### src/design/ssd_pkg.sv
// Shared types, constants and helper functions for the seven-segment serial driver.
// Used by ssd_digit_pipe, ssd_frame, ssd_serial and the top level; no dependencies.
package ssd_pkg;

  localparam int DIGIT_MAX       = 4;
  localparam int DIGIT_COUNT_DEF = 4;
  localparam int FRAME_BITS      = 16;
  // one divide-by-ten stage per digit plus one stage to finish the top digit
  localparam int DIV_STAGES      = DIGIT_MAX + 1;

  // floor(x / 10) == (x * 52429) >> 19 for every 16-bit x
  localparam logic [31:0] RECIP10       = 32'd52429;
  localparam int          RECIP10_SHIFT = 19;

  typedef enum logic {
    KIND_NUMBER = 1'b0,
    KIND_RAW    = 1'b1
  } kind_t;

  typedef struct packed {
    kind_t                       kind;
    logic [7:0]                  raw_segments;
    logic [1:0]                  digit_index;
    logic [15:0]                 prev;
    logic [15:0]                 quo;
    logic [DIGIT_MAX-1:0][3:0]   digits;
  } conv_t;

  function automatic logic [15:0] div10(input logic [15:0] x);
    logic [31:0] p;
    p = 32'(x) * RECIP10;
    return 16'(p >> RECIP10_SHIFT);
  endfunction

  // prev - 10 * quo, where quo == prev / 10
  function automatic logic [3:0] low_digit(input logic [15:0] prev, input logic [15:0] quo);
    logic [15:0] r;
    r = prev - ((quo << 3) + (quo << 1));
    return r[3:0];
  endfunction

  function automatic logic [7:0] seg_of(input logic [3:0] d);
    logic [7:0] s;
    case (d)
      4'd0:    s = 8'hFC;
      4'd1:    s = 8'h60;
      4'd2:    s = 8'hDA;
      4'd3:    s = 8'hF2;
      4'd4:    s = 8'h66;
      4'd5:    s = 8'hB6;
      4'd6:    s = 8'hBE;
      4'd7:    s = 8'hE0;
      4'd8:    s = 8'hFE;
      4'd9:    s = 8'hF6;
      default: s = 8'h00;
    endcase
    return s;
  endfunction

  // active-low digit enable: inverse of 0x10 shifted by the digit index
  function automatic logic [7:0] enable_of(input logic [1:0] idx);
    logic [7:0] sel;
    sel = 8'h10 << idx;
    return ~sel;
  endfunction

endpackage

### src/design/ssd_digit_pipe.sv
// Binary to decimal conversion pipeline: an input register, then one multiply-by-reciprocal divide per stage.
// Depends on ssd_pkg.
module ssd_digit_pipe (
  input  logic                clk,
  input  logic                rst,
  input  logic                in_valid,
  output logic                in_ready,
  input  ssd_pkg::kind_t      kind,
  input  logic [15:0]         value,
  input  logic [7:0]          raw_segments,
  input  logic [1:0]          digit_index,
  output logic                out_valid,
  input  logic                out_ready,
  output ssd_pkg::conv_t      out_conv
);

  localparam int N = ssd_pkg::DIV_STAGES + 1;

  ssd_pkg::conv_t stg [N];
  ssd_pkg::conv_t nxt [N];
  logic [N-1:0]   vld;
  logic [N-1:0]   upv;
  logic [N-1:0]   adv;

  always_comb begin
    // a stage loads when it is empty or its word moves on this cycle
    adv[N-1] = !vld[N-1] || out_ready;
    for (int j = N - 2; j >= 0; j--) begin
      adv[j] = !vld[j] || adv[j+1];
    end
    upv[0] = in_valid;
    for (int j = 1; j < N; j++) begin
      upv[j] = vld[j-1];
    end
  end

  always_comb begin
    nxt[0].kind         = kind;
    nxt[0].raw_segments = raw_segments;
    nxt[0].digit_index  = digit_index;
    nxt[0].prev         = '0;
    nxt[0].quo          = value;
    nxt[0].digits       = '0;
    for (int j = 1; j < N; j++) begin
      nxt[j]      = stg[j-1];
      nxt[j].prev = stg[j-1].quo;
      nxt[j].quo  = ssd_pkg::div10(stg[j-1].quo);
      if (j >= 2) begin
        nxt[j].digits[2'(j-2)] = ssd_pkg::low_digit(stg[j-1].prev, stg[j-1].quo);
      end
    end
  end

  always_ff @(posedge clk) begin
    if (rst) begin
      vld <= '0;
    end else begin
      for (int j = 0; j < N; j++) begin
        if (adv[j]) begin
          vld[j] <= upv[j];
        end
      end
    end
  end

  always_ff @(posedge clk) begin
    for (int j = 0; j < N; j++) begin
      if (adv[j] && upv[j]) begin
        stg[j] <= nxt[j];
      end
    end
  end

  assign in_ready  = adv[0];
  assign out_valid = vld[N-1];
  assign out_conv  = stg[N-1];

endmodule

### src/design/ssd_frame.sv
// Frame builder: segment lookup and digit enable byte for each 16-bit frame.
// Depends on ssd_pkg.
module ssd_frame #(
  parameter int DIGIT_COUNT = ssd_pkg::DIGIT_COUNT_DEF
) (
  input  logic                                      clk,
  input  logic                                      rst,
  input  logic                                      in_valid,
  output logic                                      in_ready,
  input  ssd_pkg::conv_t                            in_conv,
  output logic                                      out_valid,
  input  logic                                      out_ready,
  output ssd_pkg::kind_t                            out_kind,
  output logic [ssd_pkg::FRAME_BITS*DIGIT_COUNT-1:0] out_words
);

  localparam int FB = ssd_pkg::FRAME_BITS;

  logic                          vld;
  ssd_pkg::kind_t                kind;
  logic [FB*DIGIT_COUNT-1:0]     words;
  logic [FB*DIGIT_COUNT-1:0]     words_next;

  always_comb begin
    for (int i = 0; i < DIGIT_COUNT; i++) begin
      words_next[i*FB +: FB] = {ssd_pkg::enable_of(2'(i)), ssd_pkg::seg_of(in_conv.digits[i])};
    end
    // raw word always goes out as the first frame
    if (in_conv.kind == ssd_pkg::KIND_RAW) begin
      words_next[FB-1:0] = {ssd_pkg::enable_of(in_conv.digit_index), in_conv.raw_segments};
    end
  end

  assign in_ready = !vld || out_ready;

  always_ff @(posedge clk) begin
    if (rst) begin
      vld <= 1'b0;
    end else if (in_ready) begin
      vld <= in_valid;
    end
  end

  always_ff @(posedge clk) begin
    if (in_ready && in_valid) begin
      kind  <= in_conv.kind;
      words <= words_next;
    end
  end

  assign out_valid = vld;
  assign out_kind  = kind;
  assign out_words = words;

endmodule

### src/design/ssd_serial.sv
// Output shifter: sends the frames of one request LSB first, one bit per word.
// Depends on ssd_pkg.
module ssd_serial #(
  parameter int DIGIT_COUNT = ssd_pkg::DIGIT_COUNT_DEF
) (
  input  logic                                      clk,
  input  logic                                      rst,
  input  logic                                      in_valid,
  output logic                                      in_ready,
  input  ssd_pkg::kind_t                            in_kind,
  input  logic [ssd_pkg::FRAME_BITS*DIGIT_COUNT-1:0] in_words,
  output logic                                      out_valid,
  input  logic                                      out_ready,
  output logic                                      serial_bit,
  output logic                                      latch_strobe,
  output logic                                      last
);

  localparam int SH_W  = ssd_pkg::FRAME_BITS * DIGIT_COUNT;
  localparam int CNT_W = $clog2(SH_W + 1);
  localparam int POS_W = $clog2(ssd_pkg::FRAME_BITS);

  logic             busy;
  logic [SH_W-1:0]  sh;
  logic [CNT_W-1:0] left;
  logic [POS_W-1:0] pos;
  logic             take;
  logic             finish;
  logic             load;

  assign out_valid    = busy;
  assign serial_bit   = sh[0];
  assign latch_strobe = (pos == POS_W'(ssd_pkg::FRAME_BITS - 1));
  assign last         = (left == CNT_W'(1));

  assign take     = busy && out_ready;
  assign finish   = take && last;
  assign in_ready = !busy || finish;
  assign load     = in_valid && in_ready;

  always_ff @(posedge clk) begin
    if (rst) begin
      busy <= 1'b0;
    end else if (load) begin
      busy <= 1'b1;
    end else if (finish) begin
      busy <= 1'b0;
    end
  end

  always_ff @(posedge clk) begin
    if (load) begin
      sh   <= in_words;
      left <= (in_kind == ssd_pkg::KIND_RAW) ? CNT_W'(ssd_pkg::FRAME_BITS) : CNT_W'(SH_W);
      pos  <= '0;
    end else if (take) begin
      // advance one bit; pos wraps at the frame boundary
      sh   <= sh >> 1;
      left <= left - CNT_W'(1);
      pos  <= pos + POS_W'(1);
    end
  end

endmodule

### src/design/seven_segment_serial_driver_core.sv
// Seven-segment serial driver top level: digit pipeline, frame builder, output shifter.
// Depends on ssd_pkg, ssd_digit_pipe, ssd_frame and ssd_serial.

// A request is accepted on in_valid/in_ready and produces one output word per serial
// bit: 16 * DIGIT_COUNT words for a number request, 16 for a raw request, one word per
// cycle while out_ready is high. The output shifter sends one bit per cycle while out_ready
// is high. When nothing stalls, the first bit of a request passes one input register, five
// divide-by-ten stages, the frame stage and the shifter load. Up to seven further requests
// wait in the pipeline stages while the shifter is busy.
module seven_segment_serial_driver_core #(
  parameter int DIGIT_COUNT = ssd_pkg::DIGIT_COUNT_DEF
) (
  input  logic        clk,
  input  logic        rst,
  input  logic        in_valid,
  output logic        in_ready,
  input  logic        kind,
  input  logic [15:0] value,
  input  logic [7:0]  raw_segments,
  input  logic [1:0]  digit_index,
  output logic        out_valid,
  input  logic        out_ready,
  output logic        serial_bit,
  output logic        latch_strobe,
  output logic        last
);

  localparam int SH_W = ssd_pkg::FRAME_BITS * DIGIT_COUNT;

  logic             conv_valid;
  logic             conv_ready;
  ssd_pkg::conv_t   conv;
  logic             frm_valid;
  logic             frm_ready;
  ssd_pkg::kind_t   frm_kind;
  logic [SH_W-1:0]  frm_words;

  ssd_digit_pipe u_digit (
    .clk          (clk),
    .rst          (rst),
    .in_valid     (in_valid),
    .in_ready     (in_ready),
    .kind         (ssd_pkg::kind_t'(kind)),
    .value        (value),
    .raw_segments (raw_segments),
    .digit_index  (digit_index),
    .out_valid    (conv_valid),
    .out_ready    (conv_ready),
    .out_conv     (conv)
  );

  ssd_frame #(.DIGIT_COUNT(DIGIT_COUNT)) u_frame (
    .clk       (clk),
    .rst       (rst),
    .in_valid  (conv_valid),
    .in_ready  (conv_ready),
    .in_conv   (conv),
    .out_valid (frm_valid),
    .out_ready (frm_ready),
    .out_kind  (frm_kind),
    .out_words (frm_words)
  );

  ssd_serial #(.DIGIT_COUNT(DIGIT_COUNT)) u_serial (
    .clk          (clk),
    .rst          (rst),
    .in_valid     (frm_valid),
    .in_ready     (frm_ready),
    .in_kind      (frm_kind),
    .in_words     (frm_words),
    .out_valid    (out_valid),
    .out_ready    (out_ready),
    .serial_bit   (serial_bit),
    .latch_strobe (latch_strobe),
    .last         (last)
  );

  // the final bit of a request always closes a frame
  a_last_on_frame_end : assert property (@(posedge clk) disable iff (rst)
    out_valid && last |-> latch_strobe)
    else $error("last word does not close a frame");

  // a request keeps the output busy until its last bit is taken
  a_no_gap_in_request : assert property (@(posedge clk) disable iff (rst)
    out_valid && out_ready && !last |=> out_valid)
    else $error("output went idle in the middle of a request");

  // a frame boundary inside a request starts a fresh frame
  a_frame_restart : assert property (@(posedge clk) disable iff (rst)
    out_valid && out_ready && latch_strobe && !last |=> out_valid && !latch_strobe)
    else $error("latch strobe repeated after a frame boundary");

endmodule
### config.mk
export PLATFORM = sky130hd
export DESIGN_NAME = seven_segment_serial_driver_core
export DESIGN_NICKNAME = d
export VERILOG_FILES = /design/src/design/ssd_pkg.sv /design/src/design/ssd_digit_pipe.sv /design/src/design/ssd_frame.sv /design/src/design/ssd_serial.sv /design/src/design/seven_segment_serial_driver_core.sv
export SDC_FILE = /design/constraint.sdc
export NUM_CORES = 1
export LEC_CHECK = 0
export BUFFER_PORTS_ARGS = -buffer_cell sky130_fd_sc_hd__buf_2
export CAP_MARGIN = 20
export CORE_MARGIN = 3
export CORE_UTILIZATION = 58
export CTS_CLUSTER_SIZE = 24
export DETAILED_ROUTE_END_ITERATION = 10
export MAX_ROUTING_LAYER = met4
export PLACE_DENSITY = 0.76
export SKIP_CTS_REPAIR_TIMING = 1
export SLEW_MARGIN = 20
export SYNTH_ARGS = -nofsm -noshare
export SYNTH_HDL_FRONTEND = slang
export SYNTH_SLANG_ARGS = --single-unit
### constraint.sdc
create_clock -name clk -period 6.15 [get_ports clk]
set_clock_uncertainty 0.2 [all_clocks]
set_input_delay 0 -clock clk [delete_from_list [all_inputs] [get_ports clk]]
set_output_delay 0 -clock clk [all_outputs]
set_load 0.1 [all_outputs]
# Yosys cells after proc, flatten, opt, wreduce, memory -nomap -nowiden
# Memory sizes are Yosys's and may differ from the RTL's. A register that Yosys moved wholly into a read port is not among the register bits.
# Index checks and enable logic that the tools add are counted.
# W data, S select, Z words.
[totals]
reg_bits = 123
ramBits = 354
rom_bits = 448
input_bits = 31
output_inout_bits = 5
wordCells = 83
n_memories = 5
[classes]
add_sub_neg = 6
multipliers = 5
n_eq_ne = 2
shift = 1
n_mux = 20
bitwise_logic = 1
n_reduce_logical = 28
[memory_table]
columns = ["memory", "depth", "width", "read_ports", "rd_ports_with_merged_regs", "write_ports", "line_no", "rtl"]
rows = [
  ["u_digit.stg", 6, 59, 6, 0, 6, "ssd_digit_pipe.sv:19", "ssd_pkg::conv_t stg [N];"],
  ["(name not given)", 16, 7, 1, 0, 0, "ssd_pkg.sv:44", "case (d)"],
  ["(name not given)", 16, 7, 1, 1, 0, "ssd_pkg.sv:44", ""],
  ["(name not given)", 16, 7, 1, 1, 0, "ssd_pkg.sv:44", ""],
  ["(name not given)", 16, 7, 1, 1, 0, "ssd_pkg.sv:44", ""],
]
[ops]
columns = ["op", "n"]
rows = [
  ["$mul A16 B16 Y32 const B", 5],
  ["$mux W63", 1],
  ["$mux W56", 1],
  ["$mux W7", 3],
  ["$mux W1", 14],
  ["$logic_and A1 B1 Y1", 10],
  ["$add A4 B4 Y4", 2],
  ["$logic_not A1 Y1", 8],
  ["$logic_or A1 B1 Y1", 8],
  ["$mux W8", 1],
  ["$not A8 Y8", 1],
  ["$shl A5 B2 Y8 const A", 1],
  ["$sub A4 B4 Y4", 2],
  ["$eq A7 B1 Y1 const B", 1],
  ["$sub A7 B1 Y7 const B", 1],
  ["$add A4 B1 Y4 const B", 1],
  ["$eq A4 B4 Y1 const B", 1],
  ["$reduce_bool A2 Y1", 2],
]

# Longest topological paths before layout
[depth]
ltp_word = 13
ltp_mapped = 20

# Cells and area by module
# From an unflattened synthesis, not the netlist that was laid out.
[unflattened]
hier_cells = 2663
hier_area_um2 = 31245.0
[by_module_without_submodules]
columns = ["mod", "n_inst", "cells_per_inst", "area_each_um2", "seq_area_each_um2"]
rows = [
  ["ssd_digit_pipe", 1, 2261, 25623.3, 6005.8],
  ["ssd_serial", 1, 197, 3359.5, 2232.1],
  ["ssd_frame", 1, 205, 2262.2, 1041.0],
]

# Worst setup path before layout
# OpenSTA, ideal clock, no wires.
[synth_path]
path_type = "reg-to-reg"
from = "register u_serial.busy, in the netlist u_serial.out_valid"
to = "register u_serial.left[0] (enable)"
arrival_ps = 5767
required_time_ps = 5355
path_slack_ps = -412
stages_incl_launch_ff = 2
n_path_buf = 0
cell_sequence = "dfxtp_1 > o21ai_0"
[synth_between]
elab_chain_cells = 5
word_cells_on_any_way = 6
classes_between = "6 x reduce/logical"
[synth_lines]
columns = ["item", "line_no", "rtl"]
rows = [
  ["start: declaration", "ssd_serial.sv:23", "logic busy;"],
  ["start signal: assignment", "ssd_serial.sv:43", "busy <= 1'b0;"],
  ["start signal: assignment", "ssd_serial.sv:45", "busy <= 1'b1;"],
  ["start signal: assignment", "ssd_serial.sv:47", "busy <= 1'b0;"],
  ["$logic_and A1 B1 Y1", "ssd_serial.sv:36", "assign take = busy && out_ready;"],
  ["$logic_and A1 B1 Y1", "ssd_serial.sv:37", "assign finish = take && last;"],
  ["$logic_or A1 B1 Y1", "ssd_serial.sv:38", "assign in_ready = !busy || finish;"],
  ["$logic_and A1 B1 Y1", "ssd_serial.sv:39", "assign load = in_valid && in_ready;"],
  ["$reduce_bool A2 Y1 (no source line) (*)", "n/a", ""],
  ["end signal: assignment", "ssd_serial.sv:54", "left <= (in_kind == ssd_pkg::KIND_RAW) ? CNT_W'(ssd_pkg::FRAME_BITS) : CNT_W'(SH_W);"],
  ["end signal: assignment", "ssd_serial.sv:59", "left <= left - CNT_W'(1);"],
  ["end: declaration", "ssd_serial.sv:25", "logic [CNT_W-1:0] left;"],
]
# Mark *: on every way between the ends. The rest lies on a longest branch, timed or not.
# A chain may end at the register's enable or synchronous reset.

==> qor.txt <==
Slew HR: 30.51%
Setup violations, final: 0
Maximum clock rate: 168.3 MHz
Status: finished clean
Vias in the first global route: 9449
Worst-Margin Slew: 1042 ps
Number of I/O pins: 36
Slew Limit Fails: 0
Worst-path clk slew: 60 ps
Final worst-path cycle share: 96.62%
Die W: 172.3 µm
Post-DP HPWL: 21920 µm
Via density: 5.078
GR Util met1: 25.95%
Mux contribution to synthesized area: 0.3276%
#FFs+latches synth: 236
Post-Place Setup Slack: 218.2 ps
Synth Area in Simple Gates: 6.887%
Num CTS Buffers: 25
EDFF count, synth: 224
Crit path time final: 5942 ps
GR Layer Usage met2: 34.55%
First-pass DRT Iterations: 5
Clock tree buffer depth: 3
Worst min path class: in2reg
FF+latch area: 6967 µm²
Synth Area in Compound Gates: 4.149%
Post-Syn Instances: 1310
Final Hold Fails: 0
Drt drc: 0
Initial DRC count: 448
Total Wirelength: 29300 µm
First-pass GRT wire length: 46490 µm
Die area: 29690 µm²
Adder-cell share of the synthesized area: 35.08%
Core box area: 27100 µm²
Post-Synth XOR/XNOR Area: 2.621%
Antenna violations before repair: 0
GRT busiest layer: met2
Std-Cell Rows: 60
Layout cells sized above 1: 7.698%
Highest net fanout along the worst path: 5
Clk_lat worst skew: 530 ps
Area of the multi-input gates: 7920 µm²
Sequential-to-total area share from yosys stat: 43.43%
CTS root buffer: clkbuf_16
Cell taking the most area after synthesis: edfxtp_1
Worst Path Arrival: 6000 ps
Fin nets: 1825
TritonCTS clock tree: done
Number of synthesis warnings: 0
Synth area leaders: edfxtp_1 (42%), ha_1 (18%), fa_1 (17%)
Gr ovfl total: 0
Routing usage on met3: 3.521%
Routed WL per cell: 16.15 µm
Filler cells: 1911
Port bufs: 35
Max_cap viols: 0
Mapped Avg Cell Area: 12.25 µm²
Fin worst setup slack: 208.1 ps
Crit. End Element: flop
Antenna cells: 0
Crit path launch type: flop
Top cell type's share of synthesized area: 41.93%
Largest net degree at the start of global routing: 71
Via count: 9212
Final ANT Viol Nets: 0
Worst path required time: 6210 ps
CTS H-tree depth: 1
Post-synth net total: 1711
Number of library cell types mapped by synthesis: 59
Main combinational cell family by area after synthesis: adder cells
Setup Crit Path Kind: reg2reg
Die H: 172.3 µm
Area growth from synthesis to layout: 13.59%
Sink Count: 236
Starting density of the core: 59.19%
Top_reg_cell synth: edfxtp_1
GRT Resource Usage Total: 20.38%
Post-synth ARST share: 0%
Synthesized area: 16040 µm²
RePlAce Congestion: 1.002
metrics by stage:
step	utilization (%)	cell area (µm²)	hold slack, ps	setup TNS [ps]	std cells
after floorplan	-	16040	-101.1	0	1310
after global placement	61.81	16750	-22.91	0	1714
after detailed placement	61.81	16750	-21.90	0	1714
after CTS	65.18	17670	-573.3	0	1759
after global routing	67.23	18220	6.225	-17.65	1814
final	67.23	18220	8.841	0	1814
cell type report:
| cell class | instances | share of cell area (%) |
|---|---|---|
| Clock buffer | 29 | 3.571 |
| Multi-Input combinational cell | 756 | 43.47 |
| Timing Repair Buffer | 104 | 4.518 |
| Tap cell | 372 | 2.554 |
| Clock inverter | 16 | 1.456 |
| Sequential cell | 236 | 38.23 |
| Inverter | 301 | 6.201 |
kinds of logic after synthesis:
family | Yosys count
flip-flops | 236
AND/OR/NAND/NOR | 232
adder cells (fa/ha/maj) | 370
AO/OA/AOI/OAI | 101
buffers and inverters | 318
multiplexers | 5
XOR/XNOR | 48
cell usage in the layout, fill, tap and decap left out, types with 14 or more instances in the layout:
cell	count
fa_1	133
o21ai_0	15
clkbuf_16	25
a21oi_1	28
xor2_1	17
xnor2_1	31
buf_2	35
ha_1	237
edfxtp_1	224
nor2_1	47
nand2b_1	40
dlygate4sd3_1	52
a21o_1	14
inv_1	301
buf_4	17
nand2_1	90
path summary, 6_finish.rpt:
kind / endpoint / slack (ps) / cells past startpoint / startpoint
hold reg to reg: u_digit.stg[4][2] / 210 / 0 / u_digit.stg[3][2]
setup reg to reg: u_digit.stg[1][28] / 210 / 18 / u_digit.stg[0][22]
setup / recovery: u_digit.stg[1][28] / 210 / 18 / u_digit.stg[0][22]
hold / removal: u_digit.stg[0][21] / 9 / 2 / value[5]
registers in the layout (all words and copies together) (netlist names):
register,flops
u_digit.vld,6
u_frame.out_kind,1
u_serial.out_valid,1
u_serial.left,7
u_digit.stg,134
u_frame.out_valid,1
u_serial.sh,63
u_serial.pos,4
u_frame.out_words,19
cell usage after synthesis (7+ instances only):
library cell / n
a21o_1: 14
nand2_1: 90
nand2b_1: 41
nor2b_1: 8
ha_1: 237
a21oi_1: 28
fa_1: 133
nor2_1: 47
inv_1: 301
and2_1: 10
xnor2_1: 31
nand3_1: 12
edfxtp_1: 224
clkbuf_1: 7
dfxtp_1: 12
o21ai_0: 16
xor2_1: 17
nor3_1: 9
layer usage:
| layer | vias up | routed length (µm) |
|---|---|---|
| met2 | 138 | 15000 |
| met4 | 0 | 665 |
| met3 | 52 | 1060 |
| met1 | 4490 | 12570 |
| li1 | 4532 | - |
| met5 | - | 0 |
critical path: stages, from the launching register on:
cell and delay [ps]:
edfxtp_1 470, ha_1 370, inv_1 90, fa_1 530, inv_1 50, fa_1 510
fa_1 520, fa_1 540, inv_1 50, fa_1 520, inv_1 40, ha_1 340
a211oi_2 230, o21ai_1 110, a32oi_1 260, o21ai_2 150, a21oi_2 220, a21oi_1 120
a311o_1 330
Power is left out: the tool's default activity adds up to more than one toggle a clock period on the data nets, which glitch-free logic cannot reach.
